`src/rtl/tcw_pkg.sv`:
```
// tcw_pkg: shared types, constants and the control store of the text console writer
// holds the item and result structs, the control word layout and the microcode table
// no dependencies
`default_nettype none

package tcw_pkg;

    // screen geometry
    localparam int COLUMNS    = 80;
    localparam int ROWS       = 25;
    localparam int CELL_TOTAL = COLUMNS * ROWS;
    localparam int CELL_W     = 16;
    localparam int ADDR_W     = $clog2(CELL_TOTAL);
    localparam int CUR_W      = $clog2(CELL_TOTAL + 1);
    localparam int COL_W      = $clog2(COLUMNS);
    localparam int REP_W      = 4;
    localparam int PC_W       = 5;

    localparam logic [CUR_W-1:0] CUR_END         = CUR_W'(CELL_TOTAL);
    localparam logic [CUR_W-1:0] CUR_CELL_LAST   = CUR_W'(CELL_TOTAL - 1);
    localparam logic [CUR_W-1:0] CUR_BOTTOM_ROW  = CUR_W'(CELL_TOTAL - COLUMNS);
    localparam logic [CUR_W-1:0] CUR_SCROLL_LAST = CUR_W'(CELL_TOTAL - COLUMNS - 1);
    localparam logic [CUR_W-1:0] CUR_COLS        = CUR_W'(COLUMNS);
    localparam logic [COL_W-1:0] COL_LAST        = COL_W'(COLUMNS - 1);

    // character codes
    localparam logic [7:0] CH_BACKSPACE = 8'd8;
    localparam logic [7:0] CH_TAB       = 8'd9;
    localparam logic [7:0] CH_NEWLINE   = 8'd10;
    localparam logic [7:0] CH_SPACE     = 8'd32;
    localparam logic [7:0] ATTR_RESET   = 8'd7;

    // operation codes
    localparam logic [1:0] OP_PUT  = 2'd0;
    localparam logic [1:0] OP_READ = 2'd1;
    localparam logic [1:0] OP_SET  = 2'd2;

    typedef struct packed {
        logic [1:0]  operation;
        logic [7:0]  char_code;
        logic [10:0] cell_index;
    } cmd_t;

    typedef struct packed {
        logic [10:0] cursor_index;
        logic [7:0]  read_char;
        logic [7:0]  read_attr;
    } result_t;

    // control word fields
    typedef enum logic [2:0] {
        RD_NONE = 3'd0,
        RD_CUR  = 3'd1,
        RD_IDX  = 3'd2,
        RD_SCR0 = 3'd3,
        RD_SCR1 = 3'd4
    } rd_sel_t;

    typedef enum logic [2:0] {
        WR_NONE  = 3'd0,
        WR_CHAR  = 3'd1,
        WR_SPACE = 3'd2,
        WR_MARK  = 3'd3,
        WR_COPY  = 3'd4,
        WR_ZERO  = 3'd5
    } wr_sel_t;

    typedef enum logic [2:0] {
        CUR_HOLD     = 3'd0,
        CUR_ADV      = 3'd1,
        CUR_BACK     = 3'd2,
        CUR_NL       = 3'd3,
        CUR_HOME     = 3'd4,
        CUR_SET      = 3'd5,
        CUR_COL_LOAD = 3'd6
    } cur_op_t;

    typedef enum logic [2:0] {
        CNT_HOLD   = 3'd0,
        CNT_CLR    = 3'd1,
        CNT_INC    = 3'd2,
        CNT_BOTTOM = 3'd3,
        CNT_SAT    = 3'd4,
        CNT_MOD    = 3'd5
    } cnt_op_t;

    typedef enum logic [1:0] {
        REP_HOLD = 2'd0,
        REP_LOAD = 2'd1,
        REP_DEC  = 2'd2,
        REP_CLR  = 2'd3
    } rep_op_t;

    typedef enum logic [2:0] {
        SEQ_NEXT = 3'd0,
        SEQ_JUMP = 3'd1,
        SEQ_CALL = 3'd2,
        SEQ_RET  = 3'd3,
        SEQ_MAP  = 3'd4
    } seq_op_t;

    typedef enum logic [2:0] {
        C_ALWAYS      = 3'd0,
        C_AT_END      = 3'd1,
        C_REP_LEFT    = 3'd2,
        C_SCROLL_MORE = 3'd3,
        C_CLEAR_MORE  = 3'd4,
        C_COL_WRAP    = 3'd5
    } cond_sel_t;

    typedef struct packed {
        rd_sel_t         rd;
        wr_sel_t         wr;
        cur_op_t         cur;
        cnt_op_t         cnt;
        rep_op_t         rep;
        seq_op_t         seq;
        cond_sel_t       cond;
        logic [PC_W-1:0] target;
        logic            done;
        logic            res_read;
    } ctrl_t;

    // datapath status seen by the sequencer
    typedef struct packed {
        logic at_end;
        logic rep_left;
        logic scroll_more;
        logic clear_more;
        logic col_wrap;
    } flags_t;

    // program addresses
    localparam logic [PC_W-1:0] U_CLR     = PC_W'(0);
    localparam logic [PC_W-1:0] U_IDLE    = PC_W'(1);
    localparam logic [PC_W-1:0] U_TAB     = PC_W'(2);
    localparam logic [PC_W-1:0] U_TAB_PUT = PC_W'(3);
    localparam logic [PC_W-1:0] U_CHK     = PC_W'(4);
    localparam logic [PC_W-1:0] U_LOOP    = PC_W'(5);
    localparam logic [PC_W-1:0] U_MK0     = PC_W'(6);
    localparam logic [PC_W-1:0] U_MK1     = PC_W'(7);
    localparam logic [PC_W-1:0] U_PUT     = PC_W'(8);
    localparam logic [PC_W-1:0] U_NL      = PC_W'(9);
    localparam logic [PC_W-1:0] U_BS0     = PC_W'(10);
    localparam logic [PC_W-1:0] U_BS1     = PC_W'(11);
    localparam logic [PC_W-1:0] U_BS2     = PC_W'(12);
    localparam logic [PC_W-1:0] U_BS3     = PC_W'(13);
    localparam logic [PC_W-1:0] U_BS4     = PC_W'(14);
    localparam logic [PC_W-1:0] U_RD0     = PC_W'(15);
    localparam logic [PC_W-1:0] U_RD1     = PC_W'(16);
    localparam logic [PC_W-1:0] U_SET0    = PC_W'(17);
    localparam logic [PC_W-1:0] U_SET1    = PC_W'(18);
    localparam logic [PC_W-1:0] U_SET2    = PC_W'(19);
    localparam logic [PC_W-1:0] U_NOP     = PC_W'(20);
    localparam logic [PC_W-1:0] U_SCR0    = PC_W'(21);
    localparam logic [PC_W-1:0] U_SCR1    = PC_W'(22);
    localparam logic [PC_W-1:0] U_SCR2    = PC_W'(23);
    localparam logic [PC_W-1:0] U_SCR3    = PC_W'(24);
    localparam logic [PC_W-1:0] U_SCR4    = PC_W'(25);
    localparam logic [PC_W-1:0] U_SCR5    = PC_W'(26);

    // control store
    function automatic ctrl_t ucode(input logic [PC_W-1:0] pc);
        ctrl_t w;
        begin
            w.rd       = RD_NONE;
            w.wr       = WR_NONE;
            w.cur      = CUR_HOLD;
            w.cnt      = CNT_HOLD;
            w.rep      = REP_HOLD;
            w.seq      = SEQ_NEXT;
            w.cond     = C_ALWAYS;
            w.target   = U_IDLE;
            w.done     = 1'b0;
            w.res_read = 1'b0;
            case (pc)
                // clearing pass after reset
                U_CLR:
                begin
                    w.wr     = WR_ZERO;
                    w.cnt    = CNT_INC;
                    w.seq    = SEQ_JUMP;
                    w.cond   = C_CLEAR_MORE;
                    w.target = U_CLR;
                end
                U_IDLE:
                begin
                    w.seq = SEQ_MAP;
                end
                // tab: a run of spaces up to the next tab stop
                U_TAB:
                begin
                    w.rep = REP_LOAD;
                end
                U_TAB_PUT:
                begin
                    w.wr  = WR_SPACE;
                    w.cur = CUR_ADV;
                    w.rep = REP_DEC;
                end
                U_CHK:
                begin
                    w.seq    = SEQ_CALL;
                    w.cond   = C_AT_END;
                    w.target = U_SCR0;
                end
                U_LOOP:
                begin
                    w.seq    = SEQ_JUMP;
                    w.cond   = C_REP_LEFT;
                    w.target = U_TAB_PUT;
                end
                // set the attribute of the cursor cell, keep its character
                U_MK0:
                begin
                    w.rd = RD_CUR;
                end
                U_MK1:
                begin
                    w.wr   = WR_MARK;
                    w.done = 1'b1;
                    w.seq  = SEQ_JUMP;
                end
                U_PUT:
                begin
                    w.wr     = WR_CHAR;
                    w.cur    = CUR_ADV;
                    w.rep    = REP_CLR;
                    w.seq    = SEQ_JUMP;
                    w.target = U_CHK;
                end
                U_NL:
                begin
                    w.cur    = CUR_NL;
                    w.rep    = REP_CLR;
                    w.seq    = SEQ_JUMP;
                    w.target = U_CHK;
                end
                // backspace
                U_BS0:
                begin
                    w.cur = CUR_BACK;
                end
                U_BS1:
                begin
                    w.wr  = WR_SPACE;
                    w.cur = CUR_ADV;
                end
                U_BS2:
                begin
                    w.rd = RD_CUR;
                end
                U_BS3:
                begin
                    w.wr = WR_MARK;
                end
                U_BS4:
                begin
                    w.cur    = CUR_BACK;
                    w.seq    = SEQ_JUMP;
                    w.target = U_MK0;
                end
                // read a cell
                U_RD0:
                begin
                    w.rd = RD_IDX;
                end
                U_RD1:
                begin
                    w.done     = 1'b1;
                    w.res_read = 1'b1;
                    w.seq      = SEQ_JUMP;
                end
                // set cursor, column found by repeated subtraction
                U_SET0:
                begin
                    w.cur = CUR_SET;
                    w.cnt = CNT_SAT;
                end
                U_SET1:
                begin
                    w.cnt    = CNT_MOD;
                    w.seq    = SEQ_JUMP;
                    w.cond   = C_COL_WRAP;
                    w.target = U_SET1;
                end
                U_SET2:
                begin
                    w.cur  = CUR_COL_LOAD;
                    w.done = 1'b1;
                    w.seq  = SEQ_JUMP;
                end
                U_NOP:
                begin
                    w.done = 1'b1;
                    w.seq  = SEQ_JUMP;
                end
                // scroll subroutine: copy rows up, clear bottom row
                U_SCR0:
                begin
                    w.cnt = CNT_CLR;
                end
                U_SCR1:
                begin
                    w.rd = RD_SCR0;
                end
                U_SCR2:
                begin
                    w.rd     = RD_SCR1;
                    w.wr     = WR_COPY;
                    w.cnt    = CNT_INC;
                    w.seq    = SEQ_JUMP;
                    w.cond   = C_SCROLL_MORE;
                    w.target = U_SCR2;
                end
                U_SCR3:
                begin
                    w.cnt = CNT_BOTTOM;
                end
                U_SCR4:
                begin
                    w.wr     = WR_ZERO;
                    w.cnt    = CNT_INC;
                    w.seq    = SEQ_JUMP;
                    w.cond   = C_CLEAR_MORE;
                    w.target = U_SCR4;
                end
                U_SCR5:
                begin
                    w.cur = CUR_HOME;
                    w.seq = SEQ_RET;
                end
                default:
                begin
                    w.seq = SEQ_JUMP;
                end
            endcase
            return w;
        end
    endfunction

endpackage

`default_nettype wire

```
`src/rtl/tcw_seq.sv`:
```
// tcw_seq: microcode sequencer, step counter, return register and entry map
// depends on tcw_pkg for the control store and types
`default_nettype none

module tcw_seq
    import tcw_pkg::*;
(
    input  wire logic   clk,
    input  wire logic   rst_n,
    input  wire logic   start,
    input  wire cmd_t   cmd,
    input  wire flags_t flags,
    output ctrl_t       ctrl,
    output logic        busy
);

    logic [PC_W-1:0] pc_reg, pc_next;
    logic [PC_W-1:0] ret_reg, ret_next;
    logic [PC_W-1:0] pc_inc;
    logic [PC_W-1:0] entry;
    logic            cond_hit;

    assign ctrl   = ucode(pc_reg);
    assign busy   = (pc_reg != U_IDLE);
    assign pc_inc = pc_reg + PC_W'(1);

    // entry point for a new item
    always_comb
    begin
        case (cmd.operation)
            OP_PUT:
            begin
                if (cmd.char_code == CH_NEWLINE)
                begin
                    entry = U_NL;
                end
                else if (cmd.char_code == CH_TAB)
                begin
                    entry = U_TAB;
                end
                else if (cmd.char_code == CH_BACKSPACE)
                begin
                    entry = U_BS0;
                end
                else
                begin
                    entry = U_PUT;
                end
            end
            OP_READ: entry = U_RD0;
            OP_SET:  entry = U_SET0;
            default: entry = U_NOP;
        endcase
    end

    always_comb
    begin
        case (ctrl.cond)
            C_ALWAYS:      cond_hit = 1'b1;
            C_AT_END:      cond_hit = flags.at_end;
            C_REP_LEFT:    cond_hit = flags.rep_left;
            C_SCROLL_MORE: cond_hit = flags.scroll_more;
            C_CLEAR_MORE:  cond_hit = flags.clear_more;
            C_COL_WRAP:    cond_hit = flags.col_wrap;
            default:       cond_hit = 1'b0;
        endcase
    end

    always_comb
    begin
        pc_next  = pc_inc;
        ret_next = ret_reg;
        case (ctrl.seq)
            SEQ_NEXT: pc_next = pc_inc;
            SEQ_JUMP: pc_next = cond_hit ? ctrl.target : pc_inc;
            SEQ_CALL:
            begin
                if (cond_hit)
                begin
                    ret_next = pc_inc;
                    pc_next  = ctrl.target;
                end
            end
            SEQ_RET:  pc_next = ret_reg;
            SEQ_MAP:  pc_next = start ? entry : pc_reg;
            default:  pc_next = U_IDLE;
        endcase
    end

    always_ff @(posedge clk or negedge rst_n)
    begin
        if (!rst_n)
        begin
            pc_reg  <= U_CLR;
            ret_reg <= U_IDLE;
        end
        else
        begin
            pc_reg  <= pc_next;
            ret_reg <= ret_next;
        end
    end

endmodule

`default_nettype wire

```
`config.mk`:
```
export PLATFORM = sky130hd
export DESIGN_NAME = tcw_seq
export DESIGN_NICKNAME = d
export VERILOG_FILES = /design/src/rtl/tcw_pkg.sv /design/src/rtl/tcw_seq.sv
export SDC_FILE = /design/constraint.sdc
export NUM_CORES = 1
export LEC_CHECK = 0
export BUFFER_PORTS_ARGS = -buffer_cell sky130_fd_sc_hd__buf_2
export CAP_MARGIN = 30
export CORE_MARGIN = 3
export CORE_UTILIZATION = 24
export DETAILED_ROUTE_END_ITERATION = 8
export PLACE_DENSITY = 0.47
export REMOVE_ABC_BUFFERS = 1
export SLEW_MARGIN = 20
export SYNTH_ARGS = -nofsm -noshare
export SYNTH_HDL_FRONTEND = slang
export SYNTH_SLANG_ARGS = --single-unit
```
`constraint.sdc`:
```
create_clock -name clk -period 2.7 [get_ports clk]
set_input_delay 0.54 -clock clk [delete_from_list [all_inputs] [get_ports clk]]
set_output_delay 0.54 -clock clk [all_outputs]
set_load 0.005 [all_outputs]
```
==> metrics.md, run 1 <==
| Metric | Value |
|---|---|
| CTS root buf | clkbuf_8 |
| Synth top area cells | dfrtp_1 16%, ha_1 8.1%, nor2_1 6.7% |
| P_leak | 0.000934 µW |
| CP max FO | 5 |
| Setup Total Neg Slack | 0 ns |
| Sequential-to-total area share from yosys stat | 18.0% |
| Mapped cell area | ~0.0014 mm² |
| Synth Instances | 185 |
| Part of the cycle the worst path needs | 98.4% |
| Register bit total from synthesis | 10 |
| Layout Skew | between 0.002 and 0.003 ns |
| Yosys top cell area share | between 15 and 20% |
| Avg Cell Area, Syn | 7.56 µm² |
| Crit path kind | flop to flop |
| # clock sinks | 10 |
| Synth async-reset ratio | 100% |
| TritonRoute pass-1 iters | 4 |
| Hold Vio Cnt, Final | 0 |
| # DRC | 0 |
| Grt ovf | 0 |
| Initial Util | 25.1% |
| Clock buffer count from CTS | 3 |
| Rel. slew slack | 35.9% |
| Core area | 0.00557 mm² |
| Vias in the first global route | around 1.5k |
| Die Y | 82.3 µm |
| Die X-Extent | 82.3 µm |
| Worst Path Arrival | 2.81 ns |
| Main synth FF type | dfrtp_1 |
| Antenna fix cells | 0 |
| Post-synth top cells | 25 x nor2_1, 16 x nand2_1, 13 x inv_1, 10 x a21oi_1 |
| Detailed placement HPWL | 3.66 mm |
| First-pass GRT wire length | 7.58 mm |
| Pwr Total | 2370 µW |
| MaxCap Viol Count | 0 |
| WL/cell | ~15 µm |
| Area growth, synth to finish | 36.6% |
| Post-synth cell types | 52 |
| CP Capture Type | flop |
| CTS clk-pin slew, worst paths | 0.05 ns |
| Max Slew Vio Count | 0 |
| H-tree depth | 1 |
| Antenna violations before repair | 0 |
| Worst-margin pin slew | 0.952 ns |
| Cell Area, Placed | roughly 0.0018 mm² |
| Largest net degree at the start of global routing | 21 |
| Status | finished clean |
| Max frequency | 377 MHz |
| Synth warn | 0 |
| Req. time, crit path | 2.85 ns |
| Peak supply drop | 0.435 mV |
| GRT Total Usage | 14.2% |
| HP Class | input port to async pin |
| Design area | ~0.0019 mm² |
| CTS tree | yes |
| Clk buf depth | 2 |
| ANT nets after route | 0 |
| Top Ports | 57 |
| Power density over the cells | 1240 mW/mm² |
| Post-Route WL | 4.67 mm |
| RSZ-0062 raised after global routing | true |
| Final min period | 2.66 ns |
| DRT iter0 DRCs | 63 |
| Vias per inst | 5.17 |
| Top-count cell post-synth | nor2_1 |
| Number of flops mapped to enable cells by yosys | 0 |
| Final Wtd Congestion | 0.787 |
| Startpoint types | flop |
| Vias | 1,639 |
| DIE AREA | around 0.0068 mm² |
| Clk_lat worst skew | 0.24 ns |
| Post-layout net count | 284 |
| Synth area leader | dfrtp_1 |
| Setup Viol. Count Final | 0 |
| Share of cells above drive strength 1 | between 30% and 40% |
| Row count | 27 |
| Port Buffers | 45 |
-- timing repair --
item                       4_1_cts  5_1_grt
setup buffers                    4        1
pin swaps                        1        2
hold buffers                     0        0
setup endpoints to repair        2        7
gates resized for setup          3        2
cloned                           0        0
-- final timing paths --
path,slack (ns),from,cells past startpoint,endpoint
min in group clk,0.52,ret_reg[3],1,ret_reg[3]
setup reg to reg,0.04,pc_reg[0],9,pc_reg[4]
hold / removal,0.15,rst_n,1,ret_reg[4]
hold reg to reg,0.52,ret_reg[3],1,ret_reg[3]
max in group asynchronous,2.30,rst_n,1,ret_reg[0]
setup / recovery,0.04,pc_reg[0],9,pc_reg[4]
-- metrics by stage --
stage | hold WS [ns] | cells | setup WS (ns) | utilization [%]
floorplan | 0.244 | 174 | 0.175 | -
global placement | 0.411 | 308 | 0.0105 | 32.1
detailed placement | 0.414 | 308 | 0.0214 | 32.1
CTS | 0.160 | 316 | 0.0107 | 34.0
global route | 0.174 | 317 | -0.0942 | 34.3
finish | 0.153 | 317 | 0.0444 | 34.3
-- layer usage --
metal	vias to the layer above	routed length, µm	GRT usage, %
li1	801	-	-
met4	0	0	1.99
met2	42	2170	23.6
met1	796	2310	20.4
met3	0	192	1.08
met5	-	0	0
-- cells in the final DEF, fill, tap and decap left out, types with 2 or more instances in the layout --
master      n
a2111oi_0   2
a211oi_2    2
a21o_1      2
a21oi_1    10
a221oi_1    3
a22oi_1     3
a31o_2      2
a31oi_1     5
buf_2      45
buf_4      22
clkbuf_8    4
dfrtp_1     9
ha_1        8
inv_1      12
inv_2       2
mux2_4      6
mux2i_1     5
nand2_1    16
nand2b_1    5
nand3_1     6
nor2_1     25
nor2b_1     4
nor3_1      5
nor4_1      3
o21ai_0     8
o22ai_1     5
or3_1       2
-- kinds of logic after synthesis --
logic type,after synthesis,share of synthesized area (%)
buf+inv,26,7.78
xor+xnor,2,1.25
mux,13,11.8
compound gates,54,28.4
simple gates,71,24.7
fa+ha+maj,9,8.05
flops,10,18.0
-- power by group --
part / leakage (µW) / internal (µW) / total, µW / switching (µW)
Clock: 0.0000288 / 128 / 189 / 60.4
Combinational: 0.000779 / 876 / 1860 / 984
Sequential: 0.000126 / 224 / 324 / 99.8
Total: 0.000934 / 1230 / 2370 / 1140
-- worst max-delay path, stage by stage, from the launching register on --
cell and delay (ns):
dfrtp_1 0.41, inv_1 0.19, ha_4 0.21, buf_4 0.12, nand2_1 0.08, o22ai_1 0.25, a211oi_2 0.14, nor4_1 0.81
a221oi_1 0.18, o22ai_1 0.18
-- layout make-up --
type | count | area [µm²]
inverter | 15 | 56.3
timing repair buffer | 67 | 390
sequential | 10 | 251
fill | 607 | 3660
tap | 72 | 90.1
clock buffer | 4 | 55.1
multi-input combinational | 149 | 1070
Power figures use the tool's default switching activity.
==> run 2: changes to the inputs <==
--- a/config.mk
+++ b/config.mk
@@ -9,10 +9,10 @@
 export CAP_MARGIN = 30
 export CORE_MARGIN = 3
 export CORE_UTILIZATION = 24
+export CTS_BUF_LIST = sky130_fd_sc_hd__clkbuf_4
 export DETAILED_ROUTE_END_ITERATION = 8
 export PLACE_DENSITY = 0.47
 export REMOVE_ABC_BUFFERS = 1
-export SLEW_MARGIN = 20
 export SYNTH_ARGS = -nofsm -noshare
 export SYNTH_HDL_FRONTEND = slang
 export SYNTH_SLANG_ARGS = --single-unit
==> metrics.md, run 2 (synthesis results as in run 1) <==
| Metric | Value |
|---|---|
| Status | finished clean (unchanged) |
| Share of cells above drive strength 1 | 40.6% (was 37.6%) |
| TritonRoute pass-1 iters | 4 (unchanged) |
| Combinational share of power | 80.5% (was 78.4%) |
| RSZ-0062 raised after global routing | false (was true) |
| Hold Vio Cnt, Final | 0 (unchanged) |
| Part of the cycle the worst path needs | 96.7% (was 98.4%) |
| Clock buffer count from CTS | 3 (unchanged) |
| Max frequency | 383 MHz (was 377 MHz) |
| DIE AREA | 0.00678 mm² (unchanged) |
| Detailed placement HPWL | 3.66 mm (unchanged) |
| Clk_lat worst skew | 0.27 ns (was 0.24 ns) |
| Final min period | 2.61 ns (was 2.66 ns) |
| # DRC | 0 (unchanged) |
| Most common cell after layout, fill and taps aside | buf_2 (unchanged) |
| Internal | 1150 µW (was 1230 µW) |
| Reg power frac | 14.7% (was 13.6%) |
| MaxCap Viol Count | 0 (unchanged) |
| Commonest non-fill, non-tap cells in the layout | 45 x buf_2, 25 x nor2_1, 21 x buf_4, 16 x nand2_1, 11 x inv_1 (was 45 x buf_2, 25 x nor2_1, 22 x buf_4, 16 x nand2_1, 12 x inv_1) |
| Setup Viol. Count Final | 0 (unchanged) |
| # clock sinks | 10 (unchanged) |
| CTS clk-pin slew, worst paths | 0.07 ns (was 0.05 ns) |
| Antenna violations before repair | 0 (unchanged) |
| Worst Path Arrival | 2.07 ns (was 2.81 ns) |
| Startpoint types | flop (unchanged) |
| Switching share of power | 49.8% (was 48.2%) |
| Rel. slew slack | 64.5% (was 35.9%) |
| Vias in the first global route | 1,497 (was 1,518) |
| Worst-margin pin slew | 0.528 ns (was 0.952 ns) |
| Power density over the cells | 1210 mW/mm² (was 1240 mW/mm²) |
| Row count | 27 (unchanged) |
| Post-Route WL | 4.68 mm (was 4.67 mm) |
| Max Slew Vio Count | 0 (unchanged) |
| Vias per inst | 5.09 (was 5.17) |
| Post-layout net count | 283 (was 284) |
| Peak supply drop | 0.416 mV (was 0.435 mV) |
| Hold buffer count at cts | 0 (unchanged) |
| DRT iter0 DRCs | 100 (was 63) |
| Vias | 1,608 (was 1,639) |
| Cell Area, Placed | 0.00179 mm² (unchanged) |
| FF-to-FF End | pc_reg[2] (was pc_reg[4]) |
| Largest net degree at the start of global routing | 21 (unchanged) |
| Area growth, synth to finish | 34.8% (was 36.6%) |
| Hold Slack | 0.115 ns (was 0.153 ns) |
| First-pass GRT wire length | 7.63 mm (was 7.58 mm) |
| Die X-Extent | 82.3 µm (unchanged) |
| GRT Total Usage | 14.4% (was 14.2%) |
| Top Ports | 57 (unchanged) |
| Antenna fix cells | 0 (unchanged) |
| Final Wtd Congestion | 0.787 (unchanged) |
| Req. time, crit path | 2.16 ns (was 2.85 ns) |
| ANT nets after route | 0 (unchanged) |
| Layout Skew | 0.00657 ns (was 0.00284 ns) |
| CTS tree | yes (unchanged) |
| Core area | 0.00557 mm² (unchanged) |
| Reg2Reg Setup Slack | 0.13 ns (was 0.04 ns) |
| H-tree depth | 1 (unchanged) |
| Initial Util | 25.1% (unchanged) |
| Reg2Reg Depth | 10 (was 9) |
| HP Class | input port to async pin (unchanged) |
| P_leak | 0.000906 µW (was 0.000934 µW) |
| Reg-to-Reg Start | pc_reg[0] (unchanged) |
| Die Y | 82.3 µm (unchanged) |
| Clock power frac | 4.7% (was 8.0%) |
| Crit path kind | flop to output pin (was flop to flop) |
| CP Capture Type | output pin (was flop) |
| Net Switching | 1140 µW (about the same) |
| Setup Total Neg Slack | 0 ns (unchanged) |
| Design area | 0.00189 mm² (was 0.00191 mm²) |
| CP max FO | 11 (was 5) |
| Grt ovf | 0 (unchanged) |
| Final Core Density | 33.8% (was 34.3%) |
| WL/cell | 14.8 µm (was 14.7 µm) |
| Port Buffers | 45 (unchanged) |
| Clk buf depth | 2 (unchanged) |
| CTS root buf | clkbuf_4 (was clkbuf_8) |
## run 2: cell types whose count changed in the layout (fill, tap and decap cells not counted), moves of 2 or more
cell and change:
dfrtp_2 +5, dfrtp_1 -5, clkbuf_4 +3, clkbuf_8 -4, ha_2 +2
## run 2: worst max-delay path by stage
stage	to	slack [ns]	cells past startpoint	from
floorplan	ret_reg[1]	0.18	8	pc_reg[1]
global placement	pc_reg[2]	0.01	9	pc_reg[0]
detailed placement	pc_reg[4]	0.02	9	pc_reg[0]
CTS	ctrl[10]	0.004	9	pc_reg[0]
global route	ctrl[10]	0.009	9	pc_reg[0]
finish	ctrl[6]	0.09	6	pc_reg[0]
## run 2: power groups by stage
stage	sequential, µW	clock, µW	combinational (µW)
floorplan	339	0	1040
global placement	330	0	1730
detailed placement	328	0	1730
CTS	327	110	1800
global route	347	118	2040
finish	337	108	1840
## run 2: area by class of cell
type,count,area [µm²]
Fill cell,617,3690
Multi-Input combinational cell,149,1070
Timing Repair Buffer,66,383
Sequential cell,10,258
Tap cell,72,90.1
Inverter,15,56.3
Clock buffer,3,22.5
Clock inverter,1,3.75
## run 2: stage by stage
step	instances	worst slack [ns]	power, µW
2_1_floorplan	174	0.175	1380
3_3_place_gp	308	0.0105	2060
3_5_place_dp	308	0.0214	2050
4_1_cts	313	0.00388	2240
5_1_grt	316	0.00882	2500
6_report	316	0.0894	2280
## run 2: layer usage
layer	vias up	global-route usage, %	part of all wire, %
met5	-	0	0
met1	764	20.6	49
met4	0	2.49	0.32
met2	44	24.0	47
li1	798	-	-
met3	2	1.08	4.3
## run 2: repair_timing
item                                    4_1_cts  5_1_grt
endpoints found under the setup margin        3        9
gates resized for setup                       5        8
gates cloned                                  0        0
buffers inserted                              1        3
pin swaps                                     1        4
## run 2: worst max-delay path, stage by stage, from the launching register on
cell and delay (ns):
dfrtp_2 0.45, ha_2 0.21, buf_4 0.18, mux2_2 0.28, a22oi_1 0.29, o21ai_0 0.22
buf_2 0.17
==> run 3: changes to the inputs <==
--- a/config.mk
+++ b/config.mk
@@ -8,10 +8,10 @@
 export BUFFER_PORTS_ARGS = -buffer_cell sky130_fd_sc_hd__buf_2
 export CAP_MARGIN = 30
 export CORE_MARGIN = 3
-export CORE_UTILIZATION = 24
+export CORE_UTILIZATION = 50
 export CTS_BUF_LIST = sky130_fd_sc_hd__clkbuf_4
 export DETAILED_ROUTE_END_ITERATION = 8
-export PLACE_DENSITY = 0.47
+export PLACE_DENSITY = 0.83
 export REMOVE_ABC_BUFFERS = 1
 export SYNTH_ARGS = -nofsm -noshare
 export SYNTH_HDL_FRONTEND = slang
==> constraint.sdc (replaced) <==
create_clock -name clk -period 2.9 [get_ports clk]
set_input_delay 0.58 -clock clk [delete_from_list [all_inputs] [get_ports clk]]
set_output_delay 0.58 -clock clk [all_outputs]
set_load 0.005 [all_outputs]
==> metrics.md, run 3 (synthesis results as in run 1) <==
| Metric | Value |
|---|---|
| Status | finished clean (unchanged) |
| Startpoint types | flop (unchanged) |
| Vias per inst | 5.93 (was 5.09) |
| CP max FO | 11 (unchanged) |
| # DRC | 0 (unchanged) |
| Detailed placement HPWL | 2.99 mm (was 3.66 mm) |
| ANT nets after route | 0 (unchanged) |
| Commonest non-fill, non-tap cells in the layout | 45 x buf_2, 24 x nor2_1, 16 x nand2_1, 13 x inv_1, 10 x a21oi_1 (was 45 x buf_2, 25 x nor2_1, 21 x buf_4, 16 x nand2_1, 11 x inv_1) |
| Area of the multi-input gates | 0.00105 mm² (was 0.00107 mm²) |
| Core area | 0.00257 mm² (was 0.00557 mm²) |
| CTS tree | yes (unchanged) |
| Final Wtd Congestion | 0.885 (was 0.787) |
| Share of cells above drive strength 1 | 32.8% (was 40.6%) |
| Post-layout net count | 271 (was 283) |
| Worst path slowest cell | dfrtp_1 (was dfrtp_2) |
| Clk_lat worst skew | 0.26 ns (was 0.27 ns) |
| Inst Count DP | 258 (was 308) |
| Final non-filler cell total | 262 (was 316) |
| GRT Total Usage | 22.6% (was 14.4%) |
| Vias in the first global route | 1,417 (was 1,497) |
| Reg-to-Reg Start | pc_reg[0] (unchanged) |
| Final Core Density | 66.9% (was 33.8%) |
| Post-CTS setup buffer count | 0 (was 1) |
| Design area | 0.00172 mm² (was 0.00189 mm²) |
| Initial Util | 54.5% (was 25.1%) |
| Antenna violations before repair | 0 (unchanged) |
| Largest net degree at the start of global routing | 16 (was 21) |
| Die Y | 58.9 µm (was 82.3 µm) |
| Die X-Extent | 58.9 µm (was 82.3 µm) |
| CP Capture Type | output pin (unchanged) |
| Max incr delay on CP | 0.43 ns (was 0.45 ns) |
| Critical Path Start | pc_reg[1] (was pc_reg[0]) |
| Req. time, crit path | 2.32 ns (was 2.16 ns) |
| CTS clk-pin slew, worst paths | 0.07 ns (about the same) |
| Vias | 1,554 (was 1,608) |
| Peak supply drop | 0.743 mV (was 0.416 mV) |
| Max frequency | 357 MHz |
| Part of the cycle the worst path needs | 96.5% |
| Port Buffers | 45 (unchanged) |
| Met3 Use GR | 2.41% (was 1.08%) |
| Rel. slew slack | 68.8% (was 64.5%) |
| Clock buffer count from CTS | 3 (unchanged) |
| MaxCap Viol Count | 0 (unchanged) |
| Setup Viol. Count Final | 0 (unchanged) |
| H-tree depth | 1 (unchanged) |
| Grt ovf | 0 (unchanged) |
| Crit path kind | flop to output pin (unchanged) |
| TritonRoute pass-1 iters | 4 (unchanged) |
| Worst-margin pin slew | 0.467 ns (was 0.528 ns) |
| DRT iter0 DRCs | 110 (was 100) |
| Met2 usage | 37.2% (was 24.0%) |
| Hold buffer count at cts | 0 (unchanged) |
| Fill count | 235 (was 617) |
| DIE AREA | 0.00347 mm² (was 0.00678 mm²) |
| Row count | 18 (was 27) |
| Cell Area, Placed | 0.00168 mm² (was 0.00179 mm²) |
| RSZ-0062 raised after global routing | true (was false) |
| Top Ports | 57 (unchanged) |
| P_leak | 0.000857 µW (was 0.000906 µW) |
| Worst path cell trace | inv_1 > ha_1 > buf_4 > nor2b_1 > a221o_1 > a211oi_2 > nand3_1 > nand2_1 > buf_2 (was ha_2 > buf_4 > mux2_2 > a22oi_1 > o21ai_0 > buf_2) |
| Layout Skew | 0.00290 ns (was 0.00657 ns) |
| Clk buf depth | 2 (unchanged) |
| CTS root buf | clkbuf_4 (unchanged) |
| Final min period | 2.80 ns |
| Power density over the cells | 1110 mW/mm² (was 1210 mW/mm²) |
| Max Slew Vio Count | 0 (unchanged) |
| WL/cell | 14.4 µm (was 14.8 µm) |
| Met1 Use GR | 32.3% (was 20.6%) |
| Antenna fix cells | 0 (unchanged) |
| Grt peak-use layer | met2 (unchanged) |
| Worst Path Arrival | 2.22 ns (was 2.07 ns) |
| Post-Route WL | 3.76 mm (was 4.68 mm) |
| Area growth, synth to finish | 22.7% (was 34.8%) |
| Hold Vio Cnt, Final | 0 (unchanged) |
| # clock sinks | 10 (unchanged) |
| Reg area | 251 µm² (was 258 µm²) |
| Most common cell after layout, fill and taps aside | buf_2 (unchanged) |
| HP Class | input port to async pin (unchanged) |
| Setup Total Neg Slack | 0 ns (unchanged) |
| First-pass GRT wire length | 6.31 mm (was 7.63 mm) |
## run 3: cell types whose count changed in the layout (fill, tap and decap cells not counted), moves of 2 or more
cell,delta
inv_2,-2
dfrtp_1,+5
dfrtp_2,-5
inv_1,+2
ha_2,-2
buf_4,-12
ha_1,+2
## run 3: critical path: cells and delay by family (launching register included)
family	cells	cell delay (ns)
compound gates	2	0.54
flops	1	0.43
buf+inv	3	0.40
simple gates	3	0.33
fa+ha+maj	1	0.25
## run 3: final timing paths
kind / depth (start not counted) / slack (ns) / to
setup / recovery: 9 / 0.10 / ctrl[10]
hold / removal: 1 / 0.16 / pc_reg[2]
setup reg to reg: 8 / 0.25 / ret_reg[4]
hold reg to reg: 1 / 0.52 / ret_reg[3]
max in group asynchronous: 1 / 2.49 / ret_reg[0]
min in group clk: 1 / 0.52 / ret_reg[3]
## run 3: report_power, final
part	total [µW]	switching [µW]	internal (µW)
logic	1520	841	677
registers	294	85.5	208
clock network	95.6	46.0	49.6
total	1910	973	935
## run 3: through the flow
step	total power (µW)	hold WS, ns	setup slack [ns]
floorplan	1280	0.284	0.375
global placement	1760	0.445	0.296
detailed placement	1770	0.448	0.268
CTS	1880	0.168	0.0799
global route	2080	0.170	-0.0241
finish	1910	0.163	0.100
## run 3: final cells by class
class	instances	area share, %
multi-input combinational	149	61.3
clock inverter	1	0.219
clock buffer	3	1.31
inverter	15	3.28
timing repair buffer	54	17.1
tap	30	2.19
sequential	10	14.7
## run 3: layer usage
metal | wire length, µm | part of all wire, %
met5 | 0 | 0
met4 | 16 | 0.43
met3 | 270 | 7.2
met2 | 1790 | 47
met1 | 1690 | 45
## run 3: what timing repair did
action / 4_1_cts / 5_1_grt
endpoints found under the setup margin: 0 / 2
hold endpoints to repair: 0 / 0
resized for setup: 0 / 2
